### src/rtl/ccl_pkg.sv
`default_nettype none

package ccl_pkg;

    // Input transaction: one header value byte plus framing flags
    typedef struct packed {
        logic [7:0] char_byte;
        logic       byte_valid;
        logic       value_end;
        logic       message_start;
    } ccl_in_t;

    // Result transaction: status and collected codings
    typedef struct packed {
        logic [1:0] parse_status;
        logic [1:0] coding_count;
        logic [1:0] first_coding;
        logic [1:0] second_coding;
    } ccl_out_t;

    // Parse status codes
    localparam logic [1:0] STATUS_OK          = 2'd0;
    localparam logic [1:0] STATUS_INVALID     = 2'd1;
    localparam logic [1:0] STATUS_UNSUPPORTED = 2'd2;

    // Coding codes
    localparam logic [1:0] CODING_IDENTITY = 2'd0;
    localparam logic [1:0] CODING_GZIP     = 2'd1;
    localparam logic [1:0] CODING_DEFLATE  = 2'd2;
    localparam logic [1:0] CODING_BROTLI   = 2'd3;

    localparam int          NUM_KEYWORDS = 4;
    localparam logic [1:0]  MAX_CODINGS  = 2'd2;
    localparam logic [3:0]  POS_SAT      = 4'd9;
    localparam logic [3:0]  ALL_ALIVE    = 4'hF;

    localparam logic [7:0] CHAR_COMMA = 8'h2C;
    localparam logic [7:0] CHAR_SPACE = 8'h20;
    localparam logic [7:0] CHAR_TAB   = 8'h09;
    localparam logic [7:0] CHAR_UPPER_A = 8'h41;
    localparam logic [7:0] CHAR_UPPER_Z = 8'h5A;
    localparam logic [7:0] CASE_OFFSET  = 8'h20;

    // Keyword text, left aligned, zero padded
    localparam logic [63:0] KW_IDENTITY = "identity";
    localparam logic [63:0] KW_GZIP     = {"gzip", 32'h0};
    localparam logic [63:0] KW_DEFLATE  = {"deflate", 8'h0};
    localparam logic [63:0] KW_BR       = {"br", 48'h0};

    function automatic logic [3:0] kw_len(input logic [1:0] k);
        logic [3:0] len;
        case (k)
            CODING_IDENTITY: len = 4'd8;
            CODING_GZIP:     len = 4'd4;
            CODING_DEFLATE:  len = 4'd7;
            CODING_BROTLI:   len = 4'd2;
            default:         len = 4'd0;
        endcase
        return len;
    endfunction

    function automatic logic [7:0] kw_char(input logic [1:0] k, input logic [2:0] idx);
        logic [63:0] word;
        case (k)
            CODING_IDENTITY: word = KW_IDENTITY;
            CODING_GZIP:     word = KW_GZIP;
            CODING_DEFLATE:  word = KW_DEFLATE;
            CODING_BROTLI:   word = KW_BR;
            default:         word = 64'h0;
        endcase
        return word[8 * (3'd7 - idx) +: 8];
    endfunction

endpackage

`default_nettype wire

### src/rtl/ccl_parse_core.sv
`default_nettype none

module ccl_parse_core (
    input  wire logic             aclk,
    input  wire logic             aresetn,
    input  wire logic             item_en,
    input  wire ccl_pkg::ccl_in_t item,
    output logic                  res_push,
    output ccl_pkg::ccl_out_t     res_data
);

    logic [1:0] count_reg, count_next;
    logic [1:0] coding0_reg, coding0_next;
    logic [1:0] coding1_reg, coding1_next;
    logic [1:0] err_reg, err_next;
    logic [3:0] pos_reg, pos_next;
    logic [3:0] alive_reg, alive_next;
    logic       wsac_reg, wsac_next;
    logic       jac_reg, jac_next;

    // Per-transaction state update
    always_comb begin
        logic       do_comma;
        logic       run_end;
        logic       hit;
        logic [1:0] code;
        logic [7:0] low;

        count_next  = count_reg;
        coding0_next = coding0_reg;
        coding1_next = coding1_reg;
        err_next    = err_reg;
        pos_next    = pos_reg;
        alive_next  = alive_reg;
        wsac_next   = wsac_reg;
        jac_next    = jac_reg;
        do_comma    = 1'b0;
        hit         = 1'b0;
        code        = ccl_pkg::CODING_IDENTITY;
        low         = item.char_byte;

        // message start clears everything first
        if (item.message_start) begin
            count_next   = 2'd0;
            coding0_next = ccl_pkg::CODING_IDENTITY;
            coding1_next = ccl_pkg::CODING_IDENTITY;
            err_next     = ccl_pkg::STATUS_OK;
            pos_next     = 4'd0;
            alive_next   = ccl_pkg::ALL_ALIVE;
            wsac_next    = 1'b0;
            jac_next     = 1'b0;
        end

        // byte handling; a comma leaves the token intact for the end check
        if (err_next == ccl_pkg::STATUS_OK && item.byte_valid) begin
            if (item.char_byte == ccl_pkg::CHAR_COMMA) begin
                do_comma = 1'b1;
            end else if (item.char_byte == ccl_pkg::CHAR_SPACE ||
                         item.char_byte == ccl_pkg::CHAR_TAB) begin
                jac_next = 1'b0;
                if (pos_next != 4'd0) begin
                    wsac_next = 1'b1;
                end
            end else begin
                jac_next = 1'b0;
                if (wsac_next) begin
                    alive_next = 4'd0;
                    wsac_next  = 1'b0;
                end
                if (item.char_byte >= ccl_pkg::CHAR_UPPER_A &&
                    item.char_byte <= ccl_pkg::CHAR_UPPER_Z) begin
                    low = item.char_byte + ccl_pkg::CASE_OFFSET;
                end
                for (int k = 0; k < ccl_pkg::NUM_KEYWORDS; k++) begin
                    if (pos_next >= ccl_pkg::kw_len(2'(k)) ||
                        ccl_pkg::kw_char(2'(k), pos_next[2:0]) != low) begin
                        alive_next[k] = 1'b0;
                    end
                end
                if (pos_next < ccl_pkg::POS_SAT) begin
                    pos_next = pos_next + 4'd1;
                end
            end
        end

        // token end: at a comma, or at value end not right after a comma
        run_end = do_comma ||
                  (item.value_end && err_next == ccl_pkg::STATUS_OK && !jac_next);
        if (run_end) begin
            if (count_next >= ccl_pkg::MAX_CODINGS) begin
                err_next = ccl_pkg::STATUS_UNSUPPORTED;
            end else if (pos_next == 4'd0) begin
                err_next = ccl_pkg::STATUS_INVALID;
            end else begin
                for (int k = 0; k < ccl_pkg::NUM_KEYWORDS; k++) begin
                    if (alive_next[k] && pos_next == ccl_pkg::kw_len(2'(k))) begin
                        hit  = 1'b1;
                        code = 2'(k);
                    end
                end
                if (hit) begin
                    if (count_next[0]) begin
                        coding1_next = code;
                    end else begin
                        coding0_next = code;
                    end
                    count_next = count_next + 2'd1;
                end else begin
                    err_next = ccl_pkg::STATUS_UNSUPPORTED;
                end
            end
        end

        if (do_comma) begin
            pos_next   = 4'd0;
            alive_next = ccl_pkg::ALL_ALIVE;
            wsac_next  = 1'b0;
            jac_next   = 1'b1;
        end

        // value end: trailing comma check, then fresh token
        if (item.value_end) begin
            if (err_next == ccl_pkg::STATUS_OK && jac_next) begin
                err_next = ccl_pkg::STATUS_INVALID;
            end
            pos_next   = 4'd0;
            alive_next = ccl_pkg::ALL_ALIVE;
            wsac_next  = 1'b0;
            jac_next   = 1'b0;
        end
    end

    // State registers
    always_ff @(posedge aclk) begin
        if (!aresetn) begin
            count_reg   <= 2'd0;
            coding0_reg <= ccl_pkg::CODING_IDENTITY;
            coding1_reg <= ccl_pkg::CODING_IDENTITY;
            err_reg     <= ccl_pkg::STATUS_OK;
            pos_reg     <= 4'd0;
            alive_reg   <= ccl_pkg::ALL_ALIVE;
            wsac_reg    <= 1'b0;
            jac_reg     <= 1'b0;
        end else if (item_en) begin
            count_reg   <= count_next;
            coding0_reg <= coding0_next;
            coding1_reg <= coding1_next;
            err_reg     <= err_next;
            pos_reg     <= pos_next;
            alive_reg   <= alive_next;
            wsac_reg    <= wsac_next;
            jac_reg     <= jac_next;
        end
    end

    // Result for a value-end transaction
    always_comb begin
        res_push = item_en && item.value_end;
        res_data.parse_status  = err_next;
        res_data.coding_count  = count_next;
        res_data.first_coding  = (count_next >= 2'd1) ? coding0_next
                                                      : ccl_pkg::CODING_IDENTITY;
        res_data.second_coding = (count_next >= 2'd2) ? coding1_next
                                                      : ccl_pkg::CODING_IDENTITY;
    end

    // Checks
    a_count_max: assert property (@(posedge aclk) disable iff (!aresetn)
        count_reg <= ccl_pkg::MAX_CODINGS)
        else $error("coding count above limit");

    a_err_sticky: assert property (@(posedge aclk) disable iff (!aresetn)
        (err_reg != ccl_pkg::STATUS_OK && !(item_en && item.message_start))
        |=> err_reg == $past(err_reg))
        else $error("held error changed without message start");

    a_count_frozen: assert property (@(posedge aclk) disable iff (!aresetn)
        (err_reg != ccl_pkg::STATUS_OK && !(item_en && item.message_start))
        |=> count_reg == $past(count_reg))
        else $error("codings collected after an error");

    a_pos_sat: assert property (@(posedge aclk) disable iff (!aresetn)
        pos_reg <= ccl_pkg::POS_SAT)
        else $error("token position beyond saturation");

endmodule

`default_nettype wire

### src/rtl/ccl_out_stage.sv
`default_nettype none

module ccl_out_stage (
    input  wire logic              aclk,
    input  wire logic              aresetn,
    input  wire logic              push,
    input  wire ccl_pkg::ccl_out_t push_data,
    output logic                   can_accept,
    output logic                   m_valid,
    input  wire logic              m_ready,
    output ccl_pkg::ccl_out_t      m_payload
);

    logic              valid_reg;
    ccl_pkg::ccl_out_t data_reg;

    // Room when empty or when the held result leaves this cycle
    assign can_accept = !valid_reg || m_ready;

    always_ff @(posedge aclk) begin
        if (!aresetn) begin
            valid_reg <= 1'b0;
        end else if (push) begin
            valid_reg <= 1'b1;
        end else if (m_ready) begin
            valid_reg <= 1'b0;
        end
    end

    always_ff @(posedge aclk) begin
        if (push) begin
            data_reg <= push_data;
        end
    end

    assign m_valid   = valid_reg;
    assign m_payload = data_reg;

endmodule

`default_nettype wire

### src/rtl/content_coding_list_parser_unit.sv
// Content-Encoding list parser, one header value byte per transaction.
// Throughput: one input transaction per cycle, unless a held result waits on m_ready.
// A value-end transaction's result is registered and shows on m_valid in the cycle after acceptance.
// A result waiting in the output register does not stop input while m_ready is high.
// Reset: aresetn is synchronous, active low; it clears codings, error, token state
// and the output valid flag.
`default_nettype none

module content_coding_list_parser_unit (
    input  wire logic             aclk,
    input  wire logic             aresetn,
    input  wire logic             s_valid,
    output logic                  s_ready,
    input  wire ccl_pkg::ccl_in_t s_payload,
    output logic                  m_valid,
    input  wire logic             m_ready,
    output ccl_pkg::ccl_out_t     m_payload
);

    logic              item_en;
    logic              res_push;
    ccl_pkg::ccl_out_t res_data;

    assign item_en = s_valid && s_ready;

    ccl_parse_core u_core (
        .aclk     (aclk),
        .aresetn  (aresetn),
        .item_en  (item_en),
        .item     (s_payload),
        .res_push (res_push),
        .res_data (res_data)
    );

    ccl_out_stage u_out (
        .aclk       (aclk),
        .aresetn    (aresetn),
        .push       (res_push),
        .push_data  (res_data),
        .can_accept (s_ready),
        .m_valid    (m_valid),
        .m_ready    (m_ready),
        .m_payload  (m_payload)
    );

endmodule

`default_nettype wire
### config.mk
export PLATFORM = sky130hd
export DESIGN_NAME = content_coding_list_parser_unit
export DESIGN_NICKNAME = d
export VERILOG_FILES = /design/src/rtl/ccl_pkg.sv /design/src/rtl/ccl_parse_core.sv /design/src/rtl/ccl_out_stage.sv /design/src/rtl/content_coding_list_parser_unit.sv
export SDC_FILE = /design/constraint.sdc
export NUM_CORES = 1
export LEC_CHECK = 0
export BUFFER_PORTS_ARGS = -buffer_cell sky130_fd_sc_hd__clkbuf_2
export CAP_MARGIN = 40
export CELL_PAD_IN_SITES_DETAIL_PLACEMENT = 0
export CELL_PAD_IN_SITES_GLOBAL_PLACEMENT = 1
export CORE_UTILIZATION = 44
export DETAILED_ROUTE_END_ITERATION = 6
export HOLD_SLACK_MARGIN = 0.06
export PLACE_DENSITY_LB_ADDON = 0.1
export SLEW_MARGIN = 25
export SYNTH_ARGS = -nofsm -noshare
export SYNTH_HDL_FRONTEND = slang
export SYNTH_SLANG_ARGS = --single-unit
export TNS_END_PERCENT = 30
### constraint.sdc
create_clock -name aclk -period 4.7 [get_ports aclk]
set_input_delay 0.94 -clock aclk [delete_from_list [all_inputs] [get_ports aclk]]
set_output_delay 0.94 -clock aclk [all_outputs]
set_load 0.02 [all_outputs]
==> impl_metrics.prom, run 1 <==
# TYPE chip_impl_metric gauge
chip_impl_metric{name="postSynthNetCount",unit=""} 309
chip_impl_metric{name="routedWlPerCell",unit="µm"} 16.5
chip_impl_metric{name="utilization",unit=""} 0.506
chip_impl_metric{name="clock-skew-final",unit="ns"} 0.00995
chip_impl_metric{name="clkLatencyLatePin",unit="ns"} 0.28
chip_impl_info{name="hold_path_class",value="flip-flop to flip-flop"} 1
chip_impl_metric{name="ys_types",unit=""} 67
chip_impl_metric{name="detail-route-antenna-nets",unit=""} 0
chip_impl_info{name="outcome",value="finished, final reports clean"} 1
chip_impl_metric{name="reg2reg_slack",unit="ns"} 1.10
chip_impl_metric{name="worst_pin_slew",unit="ns"} 0.718
chip_impl_metric{name="synthesized_flop_and_latch_total",unit=""} 27
chip_impl_metric{name="die_w",unit="µm"} 74.0
chip_impl_metric{name="antenna_found_initial",unit=""} 0
chip_impl_metric{name="grt_pass1_vias",unit=""} 1946
chip_impl_metric{name="final_max_slew_viol_count",unit=""} 0
chip_impl_metric{name="maxCapViolations",unit=""} 0
chip_impl_metric{name="detailedPlace.worstSlack",unit="ns"} 0.556
chip_impl_metric{name="mean_area_per_synthesized_cell",unit="µm²"} 8.00
chip_impl_info{name="synth_area_leaders",value="sky130_fd_sc_hd__dfxtp_1, sky130_fd_sc_hd__edfxtp_1, sky130_fd_sc_hd__nand2_1"} 1
chip_impl_metric{name="drive_gt1_frac",unit=""} 0.168
chip_impl_metric{name="r2r_cells",unit=""} 11
chip_impl_metric{name="power_density",unit="nW/µm²"} 207
chip_impl_metric{name="worstPathMaxFanout",unit=""} 9
chip_impl_metric{name="largest_register_ffs",unit=""} 8
chip_impl_metric{name="cts_hold_repair.buffers",unit=""} 0
chip_impl_metric{name="dieArea",unit="µm²"} 5470
chip_impl_metric{name="critPathRequiredTime",unit="ns"} 4.72
chip_impl_metric{name="cts_sinks",unit=""} 27
chip_impl_metric{name="syn-cell-area",unit="µm²"} 2280
chip_impl_metric{name="ir_drop",unit="µV"} 146
chip_impl_metric{name="globalRouteTotalUtil",unit=""} 0.241
chip_impl_metric{name="antenna_cells",unit=""} 0
chip_impl_metric{name="drt_wl_total",unit="µm"} 6020
chip_impl_metric{name="synthesis.yosys.warnings",unit=""} 0
chip_impl_metric{name="cts.htree.levels",unit=""} 1
chip_impl_metric{name="vias",unit=""} 2201
chip_impl_metric{name="detail_route.vias_per_cell",unit=""} 6.05
chip_impl_metric{name="dpl.hpwl",unit="µm"} 4430
chip_impl_info{name="cts_tree",value="built"} 1
chip_impl_metric{name="die_height",unit="µm"} 74.0
chip_impl_info{name="synth_top_cell_by_area",value="sky130_fd_sc_hd__dfxtp_1"} 1
chip_impl_metric{name="layout_setup_ws",unit="ns"} 0.809
chip_impl_metric{name="final_weighted_congestion_of_routability_driven_global_placement",unit=""} 0.911
chip_impl_metric{name="gr-total-overflow",unit=""} 0
chip_impl_metric{name="drt-initial-drc-count",unit=""} 215
chip_impl_metric{name="total_power",unit="W"} 0.000507
chip_impl_metric{name="first_pass_grt_wire_length",unit="µm"} 10000
chip_impl_metric{name="tns",unit="ns"} 0
chip_impl_info{name="grt_setup_unrepaired",value="no"} 1
chip_impl_metric{name="synth_sequential_area_ratio",unit=""} 0.272
chip_impl_metric{name="postSynth.asyncResetShare",unit=""} 0
chip_impl_info{name="regToRegEndpoint",value="u_out.m_payload[1]"} 1
chip_impl_metric{name="timing.slew.headroom",unit=""} 0.515
chip_impl_metric{name="drt-pass1-iter-count",unit=""} 5
chip_impl_metric{name="numCtsBuffers",unit=""} 3
chip_impl_metric{name="initial_utilization",unit=""} 0.470
chip_impl_metric{name="layout.cell_area.non_filler",unit="µm²"} 2450
chip_impl_metric{name="count_of_port_buffers_added_during_placement",unit=""} 24
chip_impl_metric{name="arr_time_crit_path",unit="ns"} 3.91
chip_impl_info{name="worst_r2r_startpoint",value="u_core.pos_reg[0]"} 1
chip_impl_metric{name="cts.reportedPaths.clkPinSlew",unit="ns"} 0.09
chip_impl_metric{name="fillerInstances",unit=""} 503
chip_impl_metric{name="floorplan.io_pins",unit=""} 25
chip_impl_metric{name="post-route-drc-count",unit=""} 0
chip_impl_info{name="timing.critical_path.to_type",value="flip-flop"} 1
chip_impl_metric{name="cts_setup_buffers",unit=""} 0
chip_impl_metric{name="synth_enable_flop_cells",unit=""} 8
chip_impl_metric{name="min_period_over_period",unit=""} 0.828
chip_impl_metric{name="flow.area_growth_from_synthesis",unit="%"} 7.52
chip_impl_metric{name="largest_net_degree_at_the_start_of_global_routing",unit=""} 29
chip_impl_info{name="nature_of_the_critical_path_startpoint",value="input port"} 1
chip_impl_metric{name="max_freq",unit="MHz"} 257
chip_impl_metric{name="finalCriticalPeriod",unit="ns"} 3.89
chip_impl_info{name="synth_ff_type",value="sky130_fd_sc_hd__dfxtp_1"} 1
chip_impl_metric{name="power_leakage",unit="nW"} 0.894
chip_impl_metric{name="post_cts.resized_instances",unit=""} 0
chip_impl_metric{name="placedInstanceArea",unit="µm²"} 2400
chip_impl_metric{name="report.final.setup_viol",unit=""} 0
chip_impl_info{name="crit_type",value="input port to flip-flop"} 1
chip_impl_info{name="origin_of_the_worst_min_delay_path",value="u_core.coding0_reg[0]"} 1
chip_impl_info{name="ctsRootBufferMaster",value="sky130_fd_sc_hd__clkbuf_8"} 1
chip_impl_metric{name="core",unit="µm²"} 4850
chip_impl_info{name="critPathCapture",value="u_out.m_payload[1]"} 1
chip_impl_metric{name="synthDominantCellAreaShare",unit=""} 0.167
chip_impl_metric{name="hold_fails_final_rpt",unit=""} 0
chip_impl_metric{name="layout.nets",unit=""} 322
chip_impl_metric{name="clock_path_buffers",unit=""} 2
chip_impl_info{name="cp-startpoint",value="s_payload[0]"} 1
chip_impl_metric{name="placement_rows",unit=""} 25
chip_impl_metric{name="syn-instance-count",unit=""} 285
metal layers:
metal / track usage / share of wire / up-vias
met4: 0.0534 / 0.0068 / 0
li1: - / - / 1072
met5: 0 / 0 / -
met2: 0.334 / 0.44 / 93
met3: 0.0447 / 0.074 / 6
met1: 0.382 / 0.48 / 1030
how the worst min path moves through the flow:
stage	cells past startpoint	endpoint
floorplan	2	u_core.coding0_reg[0]
finish	2	u_core.coding0_reg[0]
CTS	2	u_core.coding0_reg[0]
global route	2	u_core.err_reg[1]
global placement	2	u_core.coding0_reg[0]
detailed placement	2	u_core.coding0_reg[0]
logic make-up (layout without fill, tap and decap cells):
family | Yosys count | after routing | synth area share
simple gates | 108 | 108 | 0.247
compound gates | 95 | 95 | 0.305
flops | 27 | 27 | 0.272
xor+xnor | 12 | 12 | 0.0461
fa+ha+maj | 9 | 9 | 0.0494
mux | 4 | 4 | 0.0181
buf+inv | 30 | 42 | 0.0626
where the power goes:
group / internal, W / switching [W]
Sequential: 0.000247 / 0.00000574
Clock: 0.0000595 / 0.0000763
Combinational: 0.0000418 / 0.0000759
Total: 0.000349 / 0.000158
critical path: stages:
cell and delay, ns:
sky130_fd_sc_hd__clkbuf_2 0.09, sky130_fd_sc_hd__inv_2 0.15, sky130_fd_sc_hd__nand2_1 0.19, sky130_fd_sc_hd__inv_2 0.19, sky130_fd_sc_hd__ha_1 0.22, sky130_fd_sc_hd__ha_1 0.24
sky130_fd_sc_hd__xor2_1 0.08, sky130_fd_sc_hd__or4_1 0.50, sky130_fd_sc_hd__o41ai_1 0.45, sky130_fd_sc_hd__a22oi_2 0.18, sky130_fd_sc_hd__a21bo_1 0.32, sky130_fd_sc_hd__a31oi_1 0.27
sky130_fd_sc_hd__nor3_1 0.07
synthesized netlist by cell type, types with 2 or more instances:
master / number
sky130_fd_sc_hd__or3_1: 3
sky130_fd_sc_hd__buf_2: 6
sky130_fd_sc_hd__nand3_1: 7
sky130_fd_sc_hd__or4_1: 2
sky130_fd_sc_hd__a2bb2oi_1: 2
sky130_fd_sc_hd__a21boi_1: 3
sky130_fd_sc_hd__o21ai_0: 20
sky130_fd_sc_hd__nor4_1: 5
sky130_fd_sc_hd__o21a_1: 3
sky130_fd_sc_hd__nand2_1: 32
sky130_fd_sc_hd__a31oi_1: 5
sky130_fd_sc_hd__inv_1: 8
sky130_fd_sc_hd__nand3b_1: 2
sky130_fd_sc_hd__mux2i_1: 3
sky130_fd_sc_hd__clkbuf_1: 10
sky130_fd_sc_hd__a21oi_1: 18
sky130_fd_sc_hd__nand4_1: 3
sky130_fd_sc_hd__edfxtp_1: 8
sky130_fd_sc_hd__ha_1: 9
sky130_fd_sc_hd__nand2b_1: 2
sky130_fd_sc_hd__a21o_1: 2
sky130_fd_sc_hd__nor3b_1: 3
sky130_fd_sc_hd__dfxtp_1: 19
sky130_fd_sc_hd__and2_1: 2
sky130_fd_sc_hd__nor3_1: 4
sky130_fd_sc_hd__xnor2_1: 8
sky130_fd_sc_hd__or2_2: 3
sky130_fd_sc_hd__buf_6: 3
sky130_fd_sc_hd__o22ai_1: 5
sky130_fd_sc_hd__a21boi_0: 5
sky130_fd_sc_hd__xor2_1: 4
sky130_fd_sc_hd__a32oi_2: 2
sky130_fd_sc_hd__nor2_1: 24
sky130_fd_sc_hd__inv_2: 3
sky130_fd_sc_hd__nor2b_1: 8
sky130_fd_sc_hd__o31ai_1: 4
sky130_fd_sc_hd__o211ai_1: 5
layout by cell type, fill, tap and decap left out, types with 3 or more instances in the layout:
cell type,netlist,routed
sky130_fd_sc_hd__a21boi_0,5,5
sky130_fd_sc_hd__a21boi_1,3,3
sky130_fd_sc_hd__a21oi_1,18,18
sky130_fd_sc_hd__a31oi_1,5,5
sky130_fd_sc_hd__buf_4,0,3
sky130_fd_sc_hd__clkbuf_2,0,24
sky130_fd_sc_hd__clkbuf_8,0,3
sky130_fd_sc_hd__dfxtp_1,19,19
sky130_fd_sc_hd__edfxtp_1,8,8
sky130_fd_sc_hd__ha_1,9,9
sky130_fd_sc_hd__inv_1,8,8
sky130_fd_sc_hd__inv_2,3,3
sky130_fd_sc_hd__mux2i_1,3,3
sky130_fd_sc_hd__nand2_1,32,32
sky130_fd_sc_hd__nand3_1,7,7
sky130_fd_sc_hd__nand4_1,3,3
sky130_fd_sc_hd__nor2_1,24,24
sky130_fd_sc_hd__nor2b_1,8,8
sky130_fd_sc_hd__nor3_1,4,4
sky130_fd_sc_hd__nor3b_1,3,3
sky130_fd_sc_hd__nor4_1,5,5
sky130_fd_sc_hd__o211ai_1,5,5
sky130_fd_sc_hd__o21a_1,3,3
sky130_fd_sc_hd__o21ai_0,20,20
sky130_fd_sc_hd__o22ai_1,5,5
sky130_fd_sc_hd__o31ai_1,4,4
sky130_fd_sc_hd__or2_2,3,3
sky130_fd_sc_hd__or3_1,3,3
sky130_fd_sc_hd__xnor2_1,8,8
sky130_fd_sc_hd__xor2_1,4,4
final cells by class:
type | count | area (µm²) | share of cell area
Clock inverter | 1 | 5.00 | 0.00204
Multi-Input combinational cell | 228 | 1520 | 0.619
Tap cell | 67 | 83.8 | 0.0342
Inverter | 11 | 41.3 | 0.0168
Timing Repair Buffer | 27 | 143 | 0.0582
Clock buffer | 3 | 41.3 | 0.0168
Sequential cell | 27 | 621 | 0.253
per-stage QoR:
step,hold slack [ns],cells
floorplan,0.441,285
global placement,0.471,360
detailed placement,0.465,360
CTS,0.478,364
global route,0.511,364
finish,0.476,364
Power figures use the tool's default switching activity.
==> run 2, diff against run 1 <==
--- a/config.mk
+++ b/config.mk
@@ -5,11 +5,12 @@
 export SDC_FILE = /design/constraint.sdc
 export NUM_CORES = 1
 export LEC_CHECK = 0
+export ABC_AREA = 1
 export BUFFER_PORTS_ARGS = -buffer_cell sky130_fd_sc_hd__clkbuf_2
 export CAP_MARGIN = 40
 export CELL_PAD_IN_SITES_DETAIL_PLACEMENT = 0
 export CELL_PAD_IN_SITES_GLOBAL_PLACEMENT = 1
-export CORE_UTILIZATION = 44
+export CORE_UTILIZATION = 41
 export DETAILED_ROUTE_END_ITERATION = 6
 export HOLD_SLACK_MARGIN = 0.06
 export PLACE_DENSITY_LB_ADDON = 0.1
==> constraint.sdc (replaced) <==
create_clock -name aclk -period 3.6 [get_ports aclk]
set_input_delay 0.72 -clock aclk [delete_from_list [all_inputs] [get_ports aclk]]
set_output_delay 0.72 -clock aclk [all_outputs]
set_load 0.02 [all_outputs]
==> run 2 against run 1 <==
- synthesized cell count up 49%
- sequential cell count unchanged
- worst setup slack worse by 0.32 ns
- critical path type unchanged
- clock power up 32%
- critical endpoint is now u_out.m_payload[2]
- global-route usage down 0.79 points
- critical path depth up 8
- clock skew down 0.0052 ns
- utilization down 3.8 points
- power up 45%
- largest cell class unchanged
- via count up 20%
==> impl_metrics.prom, run 2 <==
# TYPE chip_impl_metric gauge
chip_impl_metric{name="finalCriticalPeriod",unit="ns"} 3.11
chip_impl_metric{name="postSynthNetCount",unit=""} 449
chip_impl_metric{name="antenna_found_initial",unit=""} 0
chip_impl_metric{name="hold_fails_final_rpt",unit=""} 0
chip_impl_metric{name="final_max_slew_viol_count",unit=""} 0
chip_impl_metric{name="drt-pass1-iter-count",unit=""} 5
chip_impl_metric{name="dpl.hpwl",unit="µm"} 5540
chip_impl_metric{name="synthesized_flop_and_latch_total",unit=""} 27
chip_impl_metric{name="syn-instance-count",unit=""} 425
chip_impl_metric{name="seqCellArea",unit="µm²"} 621
chip_impl_metric{name="antenna_cells",unit=""} 0
chip_impl_metric{name="clkLatencyLatePin",unit="ns"} 0.28
chip_impl_info{name="synth_top_cell_by_area",value="sky130_fd_sc_hd__nand2_1"} 1
chip_impl_metric{name="largest_net_degree_at_the_start_of_global_routing",unit=""} 19
chip_impl_metric{name="ir_drop",unit="µV"} 159
chip_impl_metric{name="power_density",unit="nW/µm²"} 266
chip_impl_info{name="cell_with_the_most_instances_after_synthesis",value="sky130_fd_sc_hd__nand2_1"} 1
chip_impl_info{name="synth_ff_type",value="sky130_fd_sc_hd__dfxtp_1"} 1
chip_impl_metric{name="tns",unit="ns"} 0
chip_impl_info{name="timing.critical_path.to_type",value="flip-flop"} 1
chip_impl_metric{name="r2r_cells",unit=""} 20
chip_impl_info{name="outcome",value="finished, final reports clean"} 1
chip_impl_info{name="origin_of_the_worst_min_delay_path",value="u_core.alive_reg[1]"} 1
chip_impl_info{name="post_synth_most_frequent_cells",value="sky130_fd_sc_hd__nand2_1, sky130_fd_sc_hd__nor2_1, sky130_fd_sc_hd__inv_1, sky130_fd_sc_hd__nand3_1, sky130_fd_sc_hd__a21oi_1"} 1
chip_impl_metric{name="die_height",unit="µm"} 80.5
chip_impl_metric{name="ys_types",unit=""} 30
chip_impl_metric{name="post_cts.resized_instances",unit=""} 0
chip_impl_metric{name="globalRouteTotalUtil",unit=""} 0.233
chip_impl_metric{name="mean_area_per_synthesized_cell",unit="µm²"} 5.94
chip_impl_metric{name="report.final.setup_viol",unit=""} 0
chip_impl_metric{name="syn-cell-area",unit="µm²"} 2520
chip_impl_metric{name="vias",unit=""} 2645
chip_impl_metric{name="critPathRequiredTime",unit="ns"} 3.64
chip_impl_metric{name="final_weighted_congestion_of_routability_driven_global_placement",unit=""} 0.887
chip_impl_metric{name="worst_pin_slew",unit="ns"} 0.709
chip_impl_metric{name="detail_route.vias_per_cell",unit=""} 5.05
chip_impl_info{name="mostFrequentLayoutCell",value="sky130_fd_sc_hd__nand2_1"} 1
chip_impl_info{name="crit_type",value="input port to flip-flop"} 1
chip_impl_metric{name="arr_time_crit_path",unit="ns"} 3.15
chip_impl_metric{name="multi_input_area",unit="µm²"} 1620
chip_impl_info{name="grt_setup_unrepaired",value="no"} 1
chip_impl_metric{name="clock_path_buffers",unit=""} 2
chip_impl_metric{name="synth_sequential_area_ratio",unit=""} 0.246
chip_impl_metric{name="placement_rows",unit=""} 28
chip_impl_metric{name="drive_gt1_frac",unit=""} 0.174
chip_impl_metric{name="cts.htree.levels",unit=""} 1
chip_impl_metric{name="floorplan.io_pins",unit=""} 25
chip_impl_metric{name="detail-route-antenna-nets",unit=""} 0
chip_impl_info{name="ctsRootBufferMaster",value="sky130_fd_sc_hd__clkbuf_8"} 1
chip_impl_info{name="nature_of_the_critical_path_startpoint",value="input port"} 1
chip_impl_metric{name="layout.nets",unit=""} 474
chip_impl_info{name="synth_area_leaders",value="sky130_fd_sc_hd__nand2_1, sky130_fd_sc_hd__dfxtp_1, sky130_fd_sc_hd__nand3_1"} 1
chip_impl_metric{name="initial_utilization",unit=""} 0.426
chip_impl_metric{name="first_pass_grt_wire_length",unit="µm"} 11800
chip_impl_metric{name="cts.reportedPaths.clkPinSlew",unit="ns"} 0.10
chip_impl_metric{name="min_period_over_period",unit=""} 0.863
chip_impl_metric{name="power_leakage",unit="nW"} 1.45
chip_impl_metric{name="drt-initial-drc-count",unit=""} 154
chip_impl_metric{name="cts_sinks",unit=""} 27
chip_impl_metric{name="timing.slew.headroom",unit=""} 0.526
chip_impl_info{name="hold_path_class",value="flip-flop to flip-flop"} 1
chip_impl_metric{name="routedWlPerCell",unit="µm"} 13.4
chip_impl_metric{name="whs_path_depth",unit=""} 2
chip_impl_metric{name="total_power",unit="W"} 0.000737
chip_impl_metric{name="reg2reg_slack",unit="ns"} 0.72
chip_impl_metric{name="dieArea",unit="µm²"} 6470
chip_impl_metric{name="fillerInstances",unit=""} 657
chip_impl_metric{name="postSynth.asyncResetShare",unit=""} 0
chip_impl_metric{name="grt_pass1_vias",unit=""} 2499
chip_impl_metric{name="cts_hold_repair.buffers",unit=""} 0
chip_impl_metric{name="synthesis.yosys.warnings",unit=""} 0
chip_impl_metric{name="post-route-drc-count",unit=""} 0
chip_impl_metric{name="maxCapViolations",unit=""} 0
chip_impl_metric{name="synth_enable_flop_cells",unit=""} 8
chip_impl_info{name="worstHoldEndpoint",value="u_core.alive_reg[1]"} 1
chip_impl_info{name="final_cell_mix",value="sky130_fd_sc_hd__nand2_1, sky130_fd_sc_hd__nor2_1, sky130_fd_sc_hd__inv_1, sky130_fd_sc_hd__nand3_1, sky130_fd_sc_hd__clkbuf_2"} 1
chip_impl_metric{name="flow.area_growth_from_synthesis",unit="%"} 9.62
chip_impl_info{name="cts_tree",value="built"} 1
chip_impl_metric{name="drt_wl_total",unit="µm"} 7000
chip_impl_metric{name="gr-total-overflow",unit=""} 0
chip_impl_metric{name="core",unit="µm²"} 5920
chip_impl_metric{name="cts_setup_buffers",unit=""} 0
chip_impl_info{name="regToRegEndpoint",value="u_out.m_payload[2]"} 1
chip_impl_metric{name="synthDominantCellAreaShare",unit=""} 0.201
chip_impl_metric{name="die_w",unit="µm"} 80.5
chip_impl_metric{name="numCtsBuffers",unit=""} 3
chip_impl_metric{name="worstPathMaxFanout",unit=""} 9
chip_impl_metric{name="clock-skew-final",unit="ns"} 0.00477
chip_impl_metric{name="largest_register_ffs",unit=""} 8
chip_impl_metric{name="count_of_port_buffers_added_during_placement",unit=""} 24
chip_impl_metric{name="max_freq",unit="MHz"} 322
chip_impl_info{name="worst_r2r_startpoint",value="u_core.pos_reg[0]"} 1
run 2: worst max path at each step:
stage,startpoint,end,slack (ns)
2_1_floorplan,s_payload[0],u_out.m_payload[2],0.58
3_3_place_gp,s_payload[0],u_out.m_payload[2],0.21
3_5_place_dp,s_payload[0],u_out.m_payload[2],0.19
4_1_cts,s_payload[0],u_out.m_payload[2],0.49
5_1_grt,s_payload[0],u_core.coding1_reg[1],0.21
6_report,s_payload[0],u_out.m_payload[2],0.49
run 2: per-layer routing:
layer  up-vias  wire (µm)  track usage
met1      1189       3610        0.339
met2        66       3010        0.379
met4         0         17       0.0196
li1       1388          -            -
met5         -          0            0
met3         2        364       0.0284
run 2: critical path: stages:
cell	delay, ns
sky130_fd_sc_hd__clkbuf_2	0.11
sky130_fd_sc_hd__buf_4	0.18
sky130_fd_sc_hd__nor2_2	0.25
sky130_fd_sc_hd__ha_1	0.22
sky130_fd_sc_hd__ha_1	0.24
sky130_fd_sc_hd__xnor2_1	0.13
sky130_fd_sc_hd__nand3_1	0.09
sky130_fd_sc_hd__nor2_1	0.10
sky130_fd_sc_hd__nand3b_1	0.10
sky130_fd_sc_hd__nor2_1	0.10
sky130_fd_sc_hd__nand2_1	0.07
sky130_fd_sc_hd__nand2_1	0.07
sky130_fd_sc_hd__nand2_1	0.07
sky130_fd_sc_hd__nor2_1	0.12
sky130_fd_sc_hd__nor2_2	0.09
sky130_fd_sc_hd__nand2_4	0.10
sky130_fd_sc_hd__nand3_1	0.08
sky130_fd_sc_hd__nand3_1	0.07
sky130_fd_sc_hd__nand2_1	0.05
sky130_fd_sc_hd__nand2_1	0.08
sky130_fd_sc_hd__nor2_1	0.06
run 2: cell type report:
class | count | area share
inverter | 59 | 0.0810
sequential | 27 | 0.224
multi-input combinational | 330 | 0.586
tap | 75 | 0.0339
clock inverter | 1 | 0.00271
clock buffer | 3 | 0.0149
timing repair buffer | 29 | 0.0570
run 2: logic make-up (layout without fill, tap and decap cells):
logic type | Yosys count | count (layout) | synth area share
buffers and inverters | 68 | 92 | 0.112
AND/OR/NAND/NOR | 275 | 275 | 0.498
adder cells (fa/ha/maj) | 9 | 9 | 0.0446
AO/OA/AOI/OAI | 43 | 43 | 0.0892
flip-flops | 27 | 27 | 0.246
XOR/XNOR | 3 | 3 | 0.0104
run 2: through the flow:
stage	setup slack [ns]	hold WS, ns	instance area (µm²)	instances	util
2_1_floorplan	0.581	0.435	2520	425	-
3_3_place_gp	0.210	0.449	2720	520	0.459
3_5_place_dp	0.191	0.452	2720	520	0.459
4_1_cts	0.493	0.476	2770	524	0.467
5_1_grt	0.211	0.508	2770	524	0.467
6_report	0.492	0.474	2770	524	0.467
run 2: power breakdown:
| part | switching, W | internal [W] | total, W | leakage, nW |
|---|---|---|---|---|
| Clock | 0.000100 | 0.0000787 | 0.000179 | 0.0217 |
| Sequential | 0.00000968 | 0.000330 | 0.000340 | 0.233 |
| Combinational | 0.000149 | 0.0000689 | 0.000217 | 1.19 |
| Total | 0.000259 | 0.000478 | 0.000737 | 1.45 |
==> run 3, diff against run 2 <==
--- a/config.mk
+++ b/config.mk
@@ -8,12 +8,10 @@
 export ABC_AREA = 1
 export BUFFER_PORTS_ARGS = -buffer_cell sky130_fd_sc_hd__clkbuf_2
 export CAP_MARGIN = 40
-export CELL_PAD_IN_SITES_DETAIL_PLACEMENT = 0
-export CELL_PAD_IN_SITES_GLOBAL_PLACEMENT = 1
-export CORE_UTILIZATION = 41
+export CORE_UTILIZATION = 50
 export DETAILED_ROUTE_END_ITERATION = 6
 export HOLD_SLACK_MARGIN = 0.06
-export PLACE_DENSITY_LB_ADDON = 0.1
+export PLACE_DENSITY = 0.69
 export SLEW_MARGIN = 25
 export SYNTH_ARGS = -nofsm -noshare
 export SYNTH_HDL_FRONTEND = slang
==> run 3 against run 2 <==
- sequential share of layout area up 0.27 points
- combinational power down 3%
- clock power about the same
- first-iteration DRC count up 20%
- cell count down 2.1%
- highest routed layer unchanged
==> impl_metrics.prom, run 3 (same netlist as run 2, synthesis figures left out) <==
# TYPE chip_impl_metric gauge
chip_impl_metric{name="multi_input_area",unit="µm²"} 1620
chip_impl_metric{name="largest_register_ffs",unit=""} 8
chip_impl_metric{name="count_of_port_buffers_added_during_placement",unit=""} 24
chip_impl_metric{name="tns",unit="ns"} 0
chip_impl_metric{name="timing.slew.headroom",unit=""} 0.613
chip_impl_metric{name="gr-total-overflow",unit=""} 0
chip_impl_metric{name="detail_route.vias_per_cell",unit=""} 5.04
chip_impl_metric{name="antenna_found_initial",unit=""} 0
chip_impl_metric{name="ir_drop",unit="µV"} 207
chip_impl_info{name="hold_path_class",value="flip-flop to flip-flop"} 1
chip_impl_metric{name="die_w",unit="µm"} 73.0
chip_impl_metric{name="dieArea",unit="µm²"} 5340
chip_impl_info{name="grt_setup_unrepaired",value="no"} 1
chip_impl_metric{name="power_density",unit="nW/µm²"} 265
chip_impl_info{name="path_common_cell",value="sky130_fd_sc_hd__nor2_1"} 1
chip_impl_metric{name="largest_net_degree_at_the_start_of_global_routing",unit=""} 19
chip_impl_info{name="outcome",value="finished, final reports clean"} 1
chip_impl_metric{name="worst_pin_slew",unit="ns"} 0.579
chip_impl_metric{name="core",unit="µm²"} 4790
chip_impl_metric{name="clkLatencyLatePin",unit="ns"} 0.28
chip_impl_metric{name="drt-pass1-iter-count",unit=""} 4
chip_impl_metric{name="drive_gt1_frac",unit=""} 0.168
chip_impl_metric{name="cts_hold_repair.buffers",unit=""} 0
chip_impl_info{name="cts_tree",value="built"} 1
chip_impl_info{name="timing.critical_path.to_type",value="flip-flop"} 1
chip_impl_metric{name="flow.area_growth_from_synthesis",unit="%"} 8.33
chip_impl_metric{name="maxCapViolations",unit=""} 0
chip_impl_metric{name="path_buf_inv",unit=""} 3
chip_impl_metric{name="die_height",unit="µm"} 73.0
chip_impl_metric{name="cts.reportedPaths.clkPinSlew",unit="ns"} 0.10
chip_impl_metric{name="floorplan.io_pins",unit=""} 25
chip_impl_info{name="cp_slowest_cell",value="sky130_fd_sc_hd__nand2_1"} 1
chip_impl_metric{name="finalCriticalPeriod",unit="ns"} 3.13
chip_impl_metric{name="cts.htree.levels",unit=""} 1
chip_impl_metric{name="detailedPlace.worstSlack",unit="ns"} 0.181
chip_impl_metric{name="clock_path_buffers",unit=""} 2
chip_impl_info{name="mostFrequentLayoutCell",value="sky130_fd_sc_hd__nand2_1"} 1
chip_impl_metric{name="layout_setup_ws",unit="ns"} 0.469
chip_impl_info{name="critPathTopFamily",value="simple AND/OR/NAND/NOR gates"} 1
chip_impl_metric{name="post_cts.resized_instances",unit=""} 0
chip_impl_metric{name="seqCellArea",unit="µm²"} 621
chip_impl_metric{name="critical_path.max_stage_delay",unit="ns"} 0.25
chip_impl_info{name="final_cell_mix",value="sky130_fd_sc_hd__nand2_1, sky130_fd_sc_hd__nor2_1, sky130_fd_sc_hd__inv_1, sky130_fd_sc_hd__nand3_1, sky130_fd_sc_hd__clkbuf_2"} 1
chip_impl_info{name="crit_type",value="input port to flip-flop"} 1
chip_impl_metric{name="grt_pass1_vias",unit=""} 2344
chip_impl_metric{name="globalRouteTotalUtil",unit=""} 0.252
chip_impl_metric{name="drt_wl_total",unit="µm"} 6290
chip_impl_metric{name="first_pass_grt_wire_length",unit="µm"} 10600
chip_impl_metric{name="clock-skew-final",unit="ns"} 0.00713
chip_impl_metric{name="hold_fails_final_rpt",unit=""} 0
chip_impl_metric{name="power_leakage",unit="nW"} 1.43
chip_impl_metric{name="placement_rows",unit=""} 25
chip_impl_metric{name="vias",unit=""} 2583
chip_impl_metric{name="detail-route-antenna-nets",unit=""} 0
chip_impl_info{name="nature_of_the_critical_path_startpoint",value="input port"} 1
chip_impl_metric{name="final_weighted_congestion_of_routability_driven_global_placement",unit=""} 0.954
chip_impl_metric{name="post-route-drc-count",unit=""} 0
chip_impl_metric{name="antenna_cells",unit=""} 0
chip_impl_metric{name="routedWlPerCell",unit="µm"} 12.3
chip_impl_metric{name="cts_setup_buffers",unit=""} 0
chip_impl_info{name="ctsRootBufferMaster",value="sky130_fd_sc_hd__clkbuf_8"} 1
chip_impl_metric{name="drt-initial-drc-count",unit=""} 185
chip_impl_metric{name="dpl.hpwl",unit="µm"} 5060
chip_impl_metric{name="worstPathMaxFanout",unit=""} 16
chip_impl_metric{name="critPathRequiredTime",unit="ns"} 3.64
chip_impl_info{name="crit_chain",value="clkbuf_2 -> inv_4 -> nand2_1 -> inv_1 -> ha_1 -> ha_1 -> xnor2_1 -> nand3_1 -> nor2_1 -> nand3b_1 -> nor2_1 -> nand2_1 -> nand2_1 -> nand2_1 -> nor2_1 -> nor2_2 -> nand2_4 -> nand3_1 -> nand2_2 -> nor2_1 -> nor2_1"} 1
chip_impl_metric{name="arr_time_crit_path",unit="ns"} 3.17
chip_impl_metric{name="initial_utilization",unit=""} 0.527
chip_impl_metric{name="report.final.setup_viol",unit=""} 0
chip_impl_metric{name="cts_sinks",unit=""} 27
chip_impl_metric{name="fillerInstances",unit=""} 514
chip_impl_metric{name="layout.nets",unit=""} 471
chip_impl_metric{name="min_period_over_period",unit=""} 0.870
chip_impl_metric{name="max_freq",unit="MHz"} 319
chip_impl_metric{name="final_max_slew_viol_count",unit=""} 0
chip_impl_metric{name="numCtsBuffers",unit=""} 3
==> run 3: changes by cell type in the layout (fill, tap and decap cells not counted), sizes merged <==
cell / delta
buf: -3
==> run 3: power by group <==
| part | switching, W | internal (W) | leakage, nW | total [W] |
|---|---|---|---|---|
| registers | 0.00000852 | 0.000330 | 0.233 | 0.000339 |
| clock network | 0.0000970 | 0.0000786 | 0.0217 | 0.000176 |
| logic | 0.000144 | 0.0000670 | 1.18 | 0.000211 |
| total | 0.000249 | 0.000476 | 1.43 | 0.000725 |
==> run 3: worst reg2reg max path, stage by stage (launching register included) <==
cell	delay (ns)
sky130_fd_sc_hd__dfxtp_1	0.34
sky130_fd_sc_hd__nand2_1	0.24
sky130_fd_sc_hd__inv_1	0.14
sky130_fd_sc_hd__ha_1	0.23
sky130_fd_sc_hd__ha_1	0.22
sky130_fd_sc_hd__xnor2_1	0.13
sky130_fd_sc_hd__nand3_1	0.07
sky130_fd_sc_hd__nor2_1	0.04
sky130_fd_sc_hd__nand3b_1	0.08
sky130_fd_sc_hd__nor2_1	0.04
sky130_fd_sc_hd__nand2_1	0.09
sky130_fd_sc_hd__nand2_1	0.08
sky130_fd_sc_hd__nand2_1	0.07
sky130_fd_sc_hd__nor2_1	0.04
sky130_fd_sc_hd__nor2_2	0.22
sky130_fd_sc_hd__nand2_4	0.11
sky130_fd_sc_hd__nand3_1	0.10
sky130_fd_sc_hd__nand2_2	0.08
sky130_fd_sc_hd__nor2_1	0.16
sky130_fd_sc_hd__nor2_1	0.07
==> run 3: stage by stage <==
step | util | area (µm²) | hold WS (ns) | total power (W) | cells
2_1_floorplan | - | 2520 | 0.435 | 0.000505 | 425
3_3_place_gp | 0.561 | 2690 | 0.443 | 0.000555 | 509
3_5_place_dp | 0.561 | 2690 | 0.454 | 0.000556 | 509
4_1_cts | 0.571 | 2730 | 0.476 | 0.000731 | 513
5_1_grt | 0.571 | 2730 | 0.495 | 0.000771 | 513
6_report | 0.571 | 2730 | 0.475 | 0.000725 | 513
==> run 3: final timing paths <==
check                            from                   to  slack (ns)  cells past startpoint
setup / recovery         s_payload[0]   u_out.m_payload[2]        0.47                     21
hold / removal    u_core.alive_reg[3]  u_core.alive_reg[3]        0.47                      2
setup reg to reg    u_core.pos_reg[1]   u_out.m_payload[2]        0.79                     19
hold reg to reg   u_core.alive_reg[3]  u_core.alive_reg[3]        0.47                      2
==> run 3: cell type report <==
class                      instances  area share
clock buffer                       3      0.0151
clock inverter                     1     0.00275
inverter                          59      0.0819
multi-input combinational        330       0.593
sequential                        27       0.227
tap                               67      0.0307
timing repair buffer              26      0.0494
==> run 3: metal layers <==
layer	track usage	up-vias	wire length, µm
li1	-	1369	-
met1	0.354	1146	3070
met2	0.417	64	2890
met3	0.0414	4	317
met4	0.0305	0	12
met5	0	-	0
